===== src/rtl/sfp_pkg.sv =====
// ----------------------------------------------------------------------------
// sfp_pkg: shared types and constants of the signal frame packer
// request and result structs, error codes, register indexes, datapath widths
// ----------------------------------------------------------------------------
`timescale 1ns / 1ps

package sfp_pkg;

  // frame geometry
  localparam int FRAME_BYTES = 8;
  localparam int FRAME_BITS  = 64;

  // datapath widths
  localparam int DIFF_W     = 49;  // value minus offset, signed
  localparam int SCALE_W    = 32;  // magnitude of the scale
  localparam int DIVIDEND_W = 50;  // 2|diff| + |scale|
  localparam int DIVISOR_W  = 33;  // 2|scale|
  localparam int QUOT_W     = 49;  // rounded quotient magnitude
  localparam int RAW_W      = 50;  // signed raw value
  localparam int CNT_W      = $clog2(DIVIDEND_W);

  // configuration port
  localparam int PADDR_W   = 3;
  localparam int PDATA_W   = 32;
  localparam int ID_BITS_W = 5;
  localparam logic [ID_BITS_W-1:0] ID_BITS_RESET = ID_BITS_W'(8);

  localparam logic REG_NODE_ID_BITS = 1'b0;
  localparam logic REG_MSG_NUM_BITS = 1'b1;

  // error codes
  localparam logic [2:0] ERR_NONE         = 3'd0;
  localparam logic [2:0] ERR_DEVICE_ID    = 3'd1;
  localparam logic [2:0] ERR_MESSAGE_ID   = 3'd2;
  localparam logic [2:0] ERR_SIGNED_RANGE = 3'd3;
  localparam logic [2:0] ERR_NEGATIVE     = 3'd4;
  localparam logic [2:0] ERR_UNSIGNED_RNG = 3'd5;
  localparam logic [2:0] ERR_ZERO_SCALE   = 3'd6;
  localparam logic [2:0] ERR_OVERFLOW     = 3'd7;

  typedef struct packed {
    logic [31:0]        node_id;
    logic [31:0]        msg_num;
    logic [3:0]         frame_length;
    logic [5:0]         start_bit;
    logic [6:0]         bit_length;
    logic               is_signed;
    logic signed [47:0] physical_value;
    logic signed [47:0] signal_offset;
    logic signed [31:0] signal_scale;
    logic               last_signal;
  } sig_t;

  typedef struct packed {
    logic [31:0] frame_id;
    logic [3:0]  frame_dlc;
    logic [63:0] frame_payload;
    logic [2:0]  error_code;
  } frame_t;

endpackage


===== src/rtl/sfp_div.sv =====
// ----------------------------------------------------------------------------
// sfp_div: iterative unsigned divider
// restoring division, one quotient bit per cycle through one shared subtractor
// ----------------------------------------------------------------------------
`timescale 1ns / 1ps

module sfp_div (
  input  logic                             clk,
  input  logic                             rst,
  input  logic                             start,
  input  logic [sfp_pkg::DIVIDEND_W-1:0]   dividend,
  input  logic [sfp_pkg::DIVISOR_W-1:0]    divisor,
  output logic                             done,
  output logic [sfp_pkg::QUOT_W-1:0]       quotient
);

  logic                               busy;
  logic [sfp_pkg::CNT_W-1:0]          count;
  logic [sfp_pkg::DIVIDEND_W-1:0]     work;
  logic [sfp_pkg::DIVISOR_W-1:0]      rem;
  logic [sfp_pkg::DIVISOR_W-1:0]      dvsr;
  logic [sfp_pkg::DIVISOR_W:0]        trial;
  logic [sfp_pkg::DIVISOR_W:0]        trial_sub;
  logic                               qbit;

  // shift in the next dividend bit and try the subtract
  always_comb begin
    trial     = {rem, work[sfp_pkg::DIVIDEND_W-1]};
    trial_sub = trial - {1'b0, dvsr};
    qbit      = ~trial_sub[sfp_pkg::DIVISOR_W];
  end

  always_ff @(posedge clk) begin
    if (rst) begin
      busy  <= 1'b0;
      done  <= 1'b0;
      count <= '0;
    end else begin
      done <= 1'b0;
      if (start) begin
        busy  <= 1'b1;
        count <= '0;
      end else if (busy) begin
        count <= count + 1'b1;
        if (count == sfp_pkg::CNT_W'(sfp_pkg::DIVIDEND_W - 1)) begin
          busy <= 1'b0;
          done <= 1'b1;
        end
      end
    end
  end

  always_ff @(posedge clk) begin
    if (start) begin
      work <= dividend;
      dvsr <= divisor;
      rem  <= '0;
    end else if (busy) begin
      work <= {work[sfp_pkg::DIVIDEND_W-2:0], qbit};
      rem  <= qbit ? trial_sub[sfp_pkg::DIVISOR_W-1:0] : trial[sfp_pkg::DIVISOR_W-1:0];
    end
  end

  assign quotient = work[sfp_pkg::QUOT_W-1:0];

  a_start_busy : assert property (@(posedge clk) disable iff (rst)
    start |=> busy && count == '0)
    else $error("divider did not start");

  a_done_idle : assert property (@(posedge clk) disable iff (rst)
    done |-> !busy && $past(busy))
    else $error("divider done without a finished run");

endmodule


===== src/rtl/sfp_pack.sv =====
// ----------------------------------------------------------------------------
// sfp_pack: range check and bit insertion
// signs the quotient, checks it against the signal width, merges it into the frame
// ----------------------------------------------------------------------------
`timescale 1ns / 1ps

module sfp_pack (
  input  logic [sfp_pkg::FRAME_BITS-1:0] frame_bits,
  input  logic [sfp_pkg::QUOT_W-1:0]     quot,
  input  logic                           neg,
  input  logic [5:0]                     start_bit,
  input  logic [6:0]                     bit_length,
  input  logic                           is_signed,
  output logic [2:0]                     range_err,
  output logic [sfp_pkg::FRAME_BITS-1:0] frame_next
);

  logic [sfp_pkg::RAW_W-1:0]        raw;
  logic [sfp_pkg::RAW_W-1:0]        raw_sh;
  logic [sfp_pkg::FRAME_BITS-1:0]   raw_ext;
  logic [sfp_pkg::FRAME_BITS-1:0]   mask;
  logic [5:0]                       shamt;
  logic                             narrow;

  always_comb begin
    raw     = neg ? -{1'b0, quot} : {1'b0, quot};
    raw_ext = {{(sfp_pkg::FRAME_BITS - sfp_pkg::RAW_W){raw[sfp_pkg::RAW_W-1]}}, raw};
    // widths below the raw width need an explicit check
    narrow  = bit_length < 7'(sfp_pkg::RAW_W);
    shamt   = 6'(bit_length - 7'd1);
    raw_sh  = '0;
    range_err = sfp_pkg::ERR_NONE;
    if (is_signed) begin
      raw_sh = $unsigned($signed(raw) >>> shamt);
      if (narrow && !((raw_sh == '0) || (raw_sh == '1))) begin
        range_err = sfp_pkg::ERR_SIGNED_RANGE;
      end
    end else begin
      raw_sh = raw >> bit_length[5:0];
      if (raw[sfp_pkg::RAW_W-1]) begin
        range_err = sfp_pkg::ERR_NEGATIVE;
      end else if (narrow && raw_sh != '0) begin
        range_err = sfp_pkg::ERR_UNSIGNED_RNG;
      end
    end

    if (bit_length >= 7'(sfp_pkg::FRAME_BITS)) begin
      mask = '1;
    end else begin
      mask = (sfp_pkg::FRAME_BITS'(1) << bit_length) - sfp_pkg::FRAME_BITS'(1);
    end
    frame_next = (frame_bits & ~(mask << start_bit)) | ((raw_ext & mask) << start_bit);
  end

endmodule


===== src/rtl/signal_frame_packer.sv =====
// ----------------------------------------------------------------------------
// signal_frame_packer: scales signals and packs them into a data frame
// per request: raw = round((value - offset) / scale), range check, insert bits
// ----------------------------------------------------------------------------
// usage
//   sig channel (sig_valid / sig_ready / sig): one signal per request. the
//   request with last_signal set closes the frame and produces one result on
//   the frame channel (frame_valid / frame_ready / frame); other requests
//   produce nothing.
//   apb port: register 0 at 0x0 is the node id width, register 1 at 0x4 is
//   the message number width, both 5 bits, read back in the low bits of prdata.
//   sequence: one request at a time; after the accept the request passes
//   the setup states (diff, abs, sum), the divider (50 restoring steps,
//   one quotient bit each, then the report of done) and the merge state.
//   a request rejected by the id, length or zero scale checks skips the
//   divide. the next request is taken only once the merge is committed.
//   output: the frame is written into the output register in the merge
//   state of the last request, whether or not that request divides.
//   stall: the result waits in the output register while new requests are
//   taken; a further last request holds in its merge cycle until the
//   pending frame is taken.
//   reset: both width registers return to 8, the frame and the error code
//   clear, no result is pending.
// ----------------------------------------------------------------------------
`timescale 1ns / 1ps

module signal_frame_packer (
  input  logic                          clk,
  input  logic                          rst,
  // signal requests
  input  logic                          sig_valid,
  output logic                          sig_ready,
  input  sfp_pkg::sig_t                 sig,
  // finished frames
  output logic                          frame_valid,
  input  logic                          frame_ready,
  output sfp_pkg::frame_t               frame,
  // register port
  input  logic                          psel,
  input  logic                          penable,
  input  logic                          pwrite,
  input  logic [sfp_pkg::PADDR_W-1:0]   paddr,
  input  logic [sfp_pkg::PDATA_W-1:0]   pwdata,
  output logic [sfp_pkg::PDATA_W-1:0]   prdata,
  output logic                          pready
);

  // sequencer states
  typedef enum logic [5:0] {
    S_IDLE   = 6'b000001,
    S_DIFF   = 6'b000010,
    S_ABS    = 6'b000100,
    S_SUM    = 6'b001000,
    S_DIV    = 6'b010000,
    S_FINISH = 6'b100000
  } state_t;

  state_t                               state;
  state_t                               state_next;
  sfp_pkg::sig_t                        req;

  // configuration registers
  logic [sfp_pkg::ID_BITS_W-1:0]        dev_bits;
  logic [sfp_pkg::ID_BITS_W-1:0]        msg_bits;
  logic                                 reg_idx;

  // arithmetic registers
  logic signed [sfp_pkg::DIFF_W-1:0]    diff;
  logic [sfp_pkg::DIFF_W-1:0]           abs_diff;
  logic [sfp_pkg::SCALE_W-1:0]          abs_scale;
  logic                                 neg;
  logic [2:0]                           pre_err;
  logic [2:0]                           pre_err_next;

  // frame state
  logic [sfp_pkg::FRAME_BITS-1:0]       frame_bits;
  logic [2:0]                           first_error;

  // divider
  logic                                 div_start;
  logic                                 div_done;
  logic [sfp_pkg::DIVIDEND_W-1:0]       dividend;
  logic [sfp_pkg::DIVISOR_W-1:0]        divisor;
  logic [sfp_pkg::QUOT_W-1:0]           quot;

  // pack unit
  logic [2:0]                           range_err;
  logic [sfp_pkg::FRAME_BITS-1:0]       frame_merged;

  // merge cycle
  logic [2:0]                           item_err;
  logic [2:0]                           first_error_next;
  logic [sfp_pkg::FRAME_BITS-1:0]       frame_bits_next;
  logic                                 commit;
  logic                                 emit;
  logic [7:0]                           end_bit;

  // --------------------------------------------------------------------------
  // register port: always ready, word addressed
  // --------------------------------------------------------------------------
  assign pready  = 1'b1;
  assign reg_idx = paddr[sfp_pkg::PADDR_W-1];

  always_ff @(posedge clk) begin
    if (rst) begin
      dev_bits <= sfp_pkg::ID_BITS_RESET;
      msg_bits <= sfp_pkg::ID_BITS_RESET;
    end else if (psel && penable && pwrite && pready) begin
      case (reg_idx)
        sfp_pkg::REG_NODE_ID_BITS: dev_bits <= pwdata[sfp_pkg::ID_BITS_W-1:0];
        sfp_pkg::REG_MSG_NUM_BITS: msg_bits <= pwdata[sfp_pkg::ID_BITS_W-1:0];
        default: ;
      endcase
    end
  end

  always_comb begin
    case (reg_idx)
      sfp_pkg::REG_NODE_ID_BITS:
        prdata = sfp_pkg::PDATA_W'(dev_bits);
      sfp_pkg::REG_MSG_NUM_BITS:
        prdata = sfp_pkg::PDATA_W'(msg_bits);
      default:
        prdata = '0;
    endcase
  end

  // --------------------------------------------------------------------------
  // early checks, in priority order: device id, message id, bit span, scale
  // --------------------------------------------------------------------------
  assign end_bit = {2'b00, req.start_bit} + {1'b0, req.bit_length};

  always_comb begin
    if ((req.node_id >> dev_bits) != '0) begin
      pre_err_next = sfp_pkg::ERR_DEVICE_ID;
    end else if ((req.msg_num >> msg_bits) != '0) begin
      pre_err_next = sfp_pkg::ERR_MESSAGE_ID;
    end else if (req.bit_length == '0 || end_bit > 8'(sfp_pkg::FRAME_BYTES * 8)) begin
      pre_err_next = sfp_pkg::ERR_OVERFLOW;
    end else if (req.signal_scale == '0) begin
      pre_err_next = sfp_pkg::ERR_ZERO_SCALE;
    end else begin
      pre_err_next = sfp_pkg::ERR_NONE;
    end
  end

  // --------------------------------------------------------------------------
  // sequencer
  // --------------------------------------------------------------------------
  assign sig_ready = (state == S_IDLE);
  assign commit    = (state == S_FINISH) &&
                     (!req.last_signal || !frame_valid || frame_ready);
  assign emit      = commit && req.last_signal;

  always_comb begin
    state_next = state;
    case (state)
      S_IDLE:   if (sig_valid) state_next = S_DIFF;
      S_DIFF:   state_next = S_ABS;
      S_ABS:    state_next = (pre_err != sfp_pkg::ERR_NONE) ? S_FINISH : S_SUM;
      S_SUM:    state_next = S_DIV;
      S_DIV:    if (div_done) state_next = S_FINISH;
      S_FINISH: if (commit) state_next = S_IDLE;
      default:  state_next = S_IDLE;
    endcase
  end

  always_ff @(posedge clk) begin
    if (rst) begin
      state <= S_IDLE;
    end else begin
      state <= state_next;
    end
  end

  function automatic logic signed [sfp_pkg::DIFF_W-1:0] DIFF_W_EXT(
    input logic signed [47:0] v
  );
    DIFF_W_EXT = {v[47], v};
  endfunction

  // request capture and operand preparation, one wide add per cycle
  always_ff @(posedge clk) begin
    if (sig_valid && sig_ready) begin
      req <= sig;
    end
    if (state == S_DIFF) begin
      diff      <= DIFF_W_EXT(req.physical_value) - DIFF_W_EXT(req.signal_offset);
      abs_scale <= req.signal_scale[sfp_pkg::SCALE_W-1] ? -req.signal_scale
                                                        : req.signal_scale;
      pre_err   <= pre_err_next;
    end
    if (state == S_ABS) begin
      abs_diff <= diff[sfp_pkg::DIFF_W-1] ? -diff : diff;
      neg      <= diff[sfp_pkg::DIFF_W-1] ^ req.signal_scale[sfp_pkg::SCALE_W-1];
    end
  end

  // rounding: (2|diff| + |scale|) / (2|scale|), halves away from zero
  assign div_start = (state == S_SUM);
  assign dividend  = {abs_diff, 1'b0} + sfp_pkg::DIVIDEND_W'(abs_scale);
  assign divisor   = {1'b0, abs_scale} << 1;

  sfp_div u_div (
    .clk      (clk),
    .rst      (rst),
    .start    (div_start),
    .dividend (dividend),
    .divisor  (divisor),
    .done     (div_done),
    .quotient (quot)
  );

  sfp_pack u_pack (
    .frame_bits (frame_bits),
    .quot       (quot),
    .neg        (neg),
    .start_bit  (req.start_bit),
    .bit_length (req.bit_length),
    .is_signed  (req.is_signed),
    .range_err  (range_err),
    .frame_next (frame_merged)
  );

  // --------------------------------------------------------------------------
  // merge cycle: a failing signal leaves the frame alone, first error sticks
  // --------------------------------------------------------------------------
  always_comb begin
    item_err         = (pre_err != sfp_pkg::ERR_NONE) ? pre_err : range_err;
    frame_bits_next  = (item_err == sfp_pkg::ERR_NONE) ? frame_merged : frame_bits;
    first_error_next = (first_error == sfp_pkg::ERR_NONE) ? item_err : first_error;
  end

  always_ff @(posedge clk) begin
    if (rst) begin
      frame_bits  <= '0;
      first_error <= sfp_pkg::ERR_NONE;
      frame_valid <= 1'b0;
    end else begin
      if (emit) begin
        frame_bits  <= '0;
        first_error <= sfp_pkg::ERR_NONE;
        frame_valid <= 1'b1;
      end else begin
        if (commit) begin
          frame_bits  <= frame_bits_next;
          first_error <= first_error_next;
        end
        if (frame_ready) begin
          frame_valid <= 1'b0;
        end
      end
    end
  end

  // output register, loaded only when the previous frame is gone or leaving
  always_ff @(posedge clk) begin
    if (emit) begin
      frame.frame_id      <= (req.node_id << msg_bits) | req.msg_num;
      frame.frame_dlc     <= req.frame_length;
      frame.frame_payload <= frame_bits_next;
      frame.error_code    <= first_error_next;
    end
  end

  // --------------------------------------------------------------------------
  // checks
  // --------------------------------------------------------------------------
  a_done_in_div : assert property (@(posedge clk) disable iff (rst)
    div_done |-> state == S_DIV)
    else $error("divider finished outside the divide state");

  a_clear_after_emit : assert property (@(posedge clk) disable iff (rst)
    emit |=> frame_bits == '0 && first_error == sfp_pkg::ERR_NONE)
    else $error("frame not cleared after emit");

  a_sticky_error : assert property (@(posedge clk) disable iff (rst)
    first_error != sfp_pkg::ERR_NONE && !emit |=> first_error == $past(first_error))
    else $error("first error overwritten inside a frame");

  a_emit_loads : assert property (@(posedge clk) disable iff (rst)
    emit |=> frame_valid)
    else $error("emitted frame not presented");

endmodule


===== config.mk =====
export PLATFORM = sky130hd
export DESIGN_NAME = signal_frame_packer
export DESIGN_NICKNAME = d
export VERILOG_FILES = /design/src/rtl/sfp_pkg.sv /design/src/rtl/sfp_div.sv /design/src/rtl/sfp_pack.sv /design/src/rtl/signal_frame_packer.sv
export SDC_FILE = /design/constraint.sdc
export NUM_CORES = 2
export LEC_CHECK = 0
export BUFFER_PORTS_ARGS = -buffer_cell sky130_fd_sc_hd__buf_2
export CORE_ASPECT_RATIO = 0.8
export CORE_UTILIZATION = 40
export DETAILED_ROUTE_END_ITERATION = 10
export MAX_ROUTING_LAYER = met4
export PLACE_DENSITY = 0.66
export REMOVE_ABC_BUFFERS = 1
export SLEW_MARGIN = 5
export SYNTH_ARGS = -nofsm -noshare
export SYNTH_HDL_FRONTEND = slang
export SYNTH_SLANG_ARGS = --single-unit

===== constraint.sdc =====
create_clock -name clk -period 12.3 [get_ports clk]
set_input_delay 0.615 -clock clk [delete_from_list [all_inputs] [get_ports clk]]
set_output_delay 0.615 -clock clk [all_outputs]
set_load 0.02 [all_outputs]

* Yosys cells after proc, flatten, opt, wreduce, memory -nomap -nowiden *
Cells that the tools add are included.

operators by class
  $add $sub $neg = 10
  bitwise operators = 9
  order comparisons = 3
  shifts and indexed selects = 8
  equality and inequality tests = 11
  mux-type cells = 29
  reductions and logical operators = 32

operator list
  cell                     count
  $mux W50                 3
  $and A64 B64 Y64         2
  $mux W64                 2
  $shl A64 B6 Y64          2
  $not A64 Y64             1
  $or A64 B64 Y64          1
  $pmux W32 S2             1
  $reduce_bool A32 Y1      2
  $shl A1 B7 Y64 const A   1
  $shr A32 B5 Y32          2
  $sub A64 B2 Y64 const B  1
  $add A50 B32 Y50         1
  $eq A50 B50 Y1 const B   1
  $logic_not A50 Y1        1
  $neg A49 Y50             1
  $reduce_bool A50 Y1      1
  $shr A50 B6 Y50          1
  $sshr A50 B6 Y50         1
  $neg A49 Y49             1
  $sub A48 B48 Y49         1
  $mux W48                 1
  $pmux W6 S6              1
  $sub A34 B33 Y34         1
  $mux W33                 1
  36 further kinds         71

word-level totals
  input bits = 253
  register bits after elaboration = 655
  word-level logic and storage cells = 136
  output and inout bits = 138

* Longest topological paths before layout *
  depth after elaboration = 12
  depth in mapped cells = 31
  gate-level depth less buffers = 20

* Modules after synthesis *
A second synthesis with hierarchy kept.

unflattened totals
  cell total of the unflattened synthesis = 6249
  area, all modules = 55164.2 um2

by module, submodules not included
  module               instances  area each (um2)  sequential area each (um2)  cells an instance
  signal_frame_packer  1          27615.2          15134.5                     2332
  sfp_pack             1          20377.0          0.0                         3247
  sfp_div              1          7171.9           3313.2                      670

* Worst setup path after synthesis *
No wires, ideal clock.

  kind = register to register
  start = reg req[130] in the netlist's numbering
  end = reg frame[6] in the netlist's numbering, data pin
  path buffers = 14
  slack = 4.896 ns
  arrival = 7.131 ns
  library setup time = 0.273 ns
  period minus slack after synthesis = 7.404 ns
  stages on the path, launching flop included = 30
  data required time = 12.027 ns
  cells stage by stage = edfxtp_1 -> clkbuf_1 -> clkbuf_1 -> inv_1 -> clkbuf_1 -> clkbuf_1 -> buf_1 -> buf_1 -> clkbuf_1 -> ha_1 -> clkbuf_1 -> inv_1 -> buf_1 -> buf_1 -> clkbuf_1 -> buf_1 -> mux4_2 -> or2_2 -> o211ai_1 -> o211ai_1 -> nand3_1 -> o31a_1 -> nor4b_1 -> nand4_1 -> o2111ai_1 -> o21ai_2 -> buf_2 -> clkbuf_1 -> o31ai_1 -> o31ai_1

on the way
  word-level cells in the longest chain between the ends = 11
  elaborated cells on any way between the ends = 28
  those cells by class = add/sub (2); order compare (2); eq/ne (1); shift (5); mux (7); bitwise (4); reduce/logical (7)

ends and longest elaborated chain
  item                                                 RTL line                    RTL
  start: declaration                                   signal_frame_packer.sv:60   sfp_pkg::sig_t req;
  start signal: assignment                             signal_frame_packer.sv:185  req <= sig;
  $sub A6 B1 Y6                                        sfp_pack.sv:30              shamt = 6'(bit_length - 7'd1);
  $sshr A50 B6 Y50                                     sfp_pack.sv:34              raw_sh = $unsigned($signed(raw) >>> shamt);
  $eq A50 B50 Y1 or $logic_not A50 Y1 (tied branches)  sfp_pack.sv:35              if (narrow && !((raw_sh == '0) || (raw_sh == '1))) begin
  $logic_or A1 B1 Y1                                   sfp_pack.sv:35
  $logic_not A1 Y1                                     sfp_pack.sv:35
  $logic_and A1 B1 Y1                                  sfp_pack.sv:35
  $mux W2                                              sfp_pack.sv:35
  $mux W3                                              sfp_pack.sv:33              if (is_signed) begin
  $mux W3                                              signal_frame_packer.sv:229  item_err = (pre_err != sfp_pkg::ERR_NONE) ? pre_err : range_err;
  $logic_not A3 Y1                                     signal_frame_packer.sv:230  frame_bits_next = (item_err == sfp_pkg::ERR_NONE) ? frame_merged : frame_bits;
  $mux W64 (*)                                         signal_frame_packer.sv:230
  net frame_bits_next, one bit                         signal_frame_packer.sv:93   logic [sfp_pkg::FRAME_BITS-1:0] frame_bits_next;
  end: declaration                                     signal_frame_packer.sv:37   output sfp_pkg::frame_t frame,

Mark *: on every way through the listed nets, which the timed path passes. The rest lies on a longest branch.
A chain may end at the register's enable or synchronous reset.

* Worst setup path after layout *
  start = reg req[130] in the netlist's numbering
  end = reg frame[11] in the netlist's numbering, data pin

The elaborated chain is that of the path after synthesis.

==> flow_metrics.py <==
metrics = {
    "run_status": {
        "outcome": "finished, final reports clean",
    },
    "clocking": {
        "cts-root-buf": "clkbuf_16",
        "post_cts_resized": 0,
        "cts_tree": "done",
        "cts.sinks": 655,
        "clock_latency_ns": 0.69,
        "postCtsSetupRepairBufs": 0,
        "cts_buffer_depth": 3,
        "htreeDepth": 3,
        "clkTransAtPathRegs_ns": 0.06,
        "postCtsHoldBufs": 0,
        "cts_buffers": 72,
    },
    "setup_path": {
        "ff2ff_setup_slack_ns": 2.97,
        "crit_cells": 18,
        "cp.arrival_ns": 9.72,
        "cp_top_family": "simple AND/OR/NAND/NOR gates",
        "r2r_start": "req[130]",
        "required_ns": 12.69,
        "start_kind": "flop",
        "crit_top_cell": "nor3_1",
        "path_class": "reg2reg",
        "crit_start": "req[130]",
        "critPathMaxFanout": 41,
        "crit_buf_inv": 2,
        "critPathCaptureType": "flop",
        "critical_path.max_stage_delay_ns": 1.03,
        "r2r_end": "frame[11]",
        "path_cells": "buf_4 -> clkinv_2 -> ha_2 -> or2_2 -> nor3_1 -> a32oi_1 -> o221ai_1 -> nor4_2 -> o22ai_1 -> nor4_1 -> nor3_1 -> and3_1 -> a41o_1 -> a41oi_1 -> o2111ai_1 -> o21ai_4 -> nand2b_1 -> o21ai_0",
        "crit_slowest_cell": "ha_2",
        "worst_r2r_path_depth": 18,
    },
    "sta": {
        "skew_ns": 0.0368,
        "fin_crit_sh": 0.759,
        "final_hold_viol_count": 0,
        "fin_ws_ns": 2.97,
        "fmax_mhz": 107,
        "tightest_slew_ns": 1.41,
        "rsz0062_at_grt": "no",
        "totalNegativeSetupSlack_ns": 0,
        "drv_slew": 0,
        "final-setup-viol-count": 0,
        "relSlewSlack": 0.0495,
        "fin_crit_ns": 9.33,
    },
    "hold_path": {
        "holdPathStages": 1,
        "min_from": "sig[188]",
        "holdPathEnd": "req[188]",
        "hp-class": "in2reg",
    },
    "floorplanning": {
        "initial_core_util": 0.403,
        "fp.dieH_um": 322,
        "io_pins": 391,
        "coreArea_mm2": 0.127,
        "rows": 117,
        "die_width_um": 402,
        "dieArea_mm2": 0.129,
    },
    "synth": {
        "syn_inst": 5923,
        "yosysWarnings": 0,
        "yosysSeqAreaShare": 0.360,
        "synth_edf_count": 530,
        "ys_top_cells_by_area": "edfxtp_1, mux2i_1, o21ai_0",
        "synth_top_cell_by_area": "edfxtp_1",
        "synth_top_flop_cell": "edfxtp_1",
        "yosysUniqueCellTypes": 97,
        "ys_async_sr_fraction": 0,
        "synth_top_area_frac": 0.311,
        "ys_ff_latch": 655,
        "netlist_area_mm2": 0.0512,
        "synth_area_per_cell_um2": 8.65,
    },
    "cells_and_area": {
        "drive_above_1_share": 0.132,
        "layout_commonest_cell": "o21ai_0",
        "synthToLayoutAreaGrowth_pct": 10.6,
        "final_nets": 6410,
        "fillers": 12400,
        "final_cell_mix": "o21ai_0, edfxtp_1, nand2_1, nor2_1, a21oi_1",
        "utilization": 0.446,
    },
    "detailed_routing": {
        "wl_per_cell_um": 25.1,
        "vias": 49100,
        "drt_iter0_drc": 6508,
        "firstDrtPassIters": 8,
        "wl_um": 195000,
        "antenna_left": 0,
        "drc": 0,
        "via_per_inst": 6.34,
    },
    "placement": {
        "place_congestion": 1.05,
        "io_buffers": 333,
        "dp_worst_setup_slack_ns": 3.41,
        "dp_hpwl_um": 147000,
    },
    "power_and_ir_drop": {
        "switching_share": 0.436,
        "power_frac_seq": 0.298,
        "internal-power_mw": 5.54,
        "ir_worst_vdd_v": 0.000153,
        "power_density_mw_per_mm2": 173,
        "pwr-share-clk": 0.224,
        "leakage_nw": 20.9,
        "pwr-share-comb": 0.478,
        "power_switching_mw": 4.29,
    },
    "grt": {
        "antenna_found_initial": 7,
        "grt_pass1_vias": 45600,
        "grt_max_degree": 149,
        "grt_usage": 0.298,
        "grt_overflow": 0,
        "grt_pass1_wl_um": 289000,
    },
    "run": {
        "drv_cap": 0,
    },
}
-- sequential cells by signal (all words and copies together), names as in the netlist, 5 cells and up --
register	flops
req	211
frame	103
frame_bits	64
u_div.work	50
abs_diff	49
diff	49
u_div.rem	33
abs_scale	32
u_div.dvsr	32
state	6
u_div.count	6
dev_bits	5
msg_bits	5
-- worst max-delay path by stage --
stage,slack [ns],to
after CTS,3.39,frame[11]
after detailed placement,3.41,frame[11]
after global placement,3.44,frame[11]
after floorplan,0.44,frame[16]
after global routing,2.80,frame[11]
final,2.97,frame[11]
-- power groups by stage --
stage	clock network, mW	registers (mW)	logic (mW)
finish	2.20	2.93	4.70
global route	2.32	2.96	4.99
CTS	2.25	2.93	4.53
detailed placement	0	2.98	4.51
global placement	0	2.97	4.49
floorplan	0	3.10	2.88
-- Yosys cell counts (33+ instances only) --
master	count
nand2_1	512
nor3_1	167
xnor2_1	187
o21ai_0	533
or2_2	61
xor2_1	84
a221oi_1	33
dfxtp_1	125
o31ai_1	84
nor2_1	501
inv_1	187
nand2b_1	66
o211ai_1	64
nand4_1	59
a211oi_1	85
a21oi_1	428
a31oi_1	80
o21a_1	34
o41ai_1	45
ha_1	128
or3_1	75
nor2b_1	53
and2_1	33
mux2i_1	302
clkbuf_1	327
buf_4	49
or4_1	54
a21o_1	59
o22ai_1	60
a211o_1	37
buf_1	61
nand3_1	145
mux2_2	67
edfxtp_1	530
nor4_1	71
-- kinds of logic after synthesis --
family | share of synthesized area
and+or+nand+nor | 0.183
AOI/OAI and AO/OA | 0.237
buffers and inverters | 0.0535
DFF | 0.360
muxes | 0.0874
xor gates and xnor gates | 0.0463
adders and majority gates | 0.0328
other | 0.000147
-- final cells by class --
class | instances | area [µm²] | area share
Clock buffer | 102 | 2010 | 0.0354
Sequential cell | 655 | 18400 | 0.325
Inverter | 191 | 726 | 0.0128
Clock inverter | 31 | 389 | 0.00687
Tap cell | 1666 | 2080 | 0.0368
Multi-Input combinational cell | 4630 | 30300 | 0.534
Antenna cell | 4 | 10.0 | 0.000177
Timing Repair Buffer | 475 | 2750 | 0.0484
-- through the flow --
| stage | cells | power, mW | hold WS (ns) | cell area, µm² |
|---|---|---|---|---|
| 3_3_place_gp | 7617 | 7.46 | 0.401 | 54300 |
| 6_report | 7754 | 9.83 | 0.0941 | 56700 |
| 4_1_cts | 7750 | 9.71 | 0.0474 | 56700 |
| 2_1_floorplan | 5476 | 5.98 | 0.400 | 49300 |
| 5_1_grt | 7753 | 10.3 | 0.0675 | 56700 |
| 3_5_place_dp | 7617 | 7.49 | 0.406 | 54300 |
-- routing by layer --
| metal | vias to the layer above | track usage | routed length [µm] |
|---|---|---|---|
| li1 | 22600 | - | - |
| met1 | 23800 | 0.423 | 88100 |
| met2 | 2487 | 0.422 | 81100 |
| met3 | 284 | 0.0746 | 21400 |
| met4 | 0 | 0.0708 | 4240 |
| met5 | - | - | 0 |
Note: power is estimated with default switching activity, not from simulation.
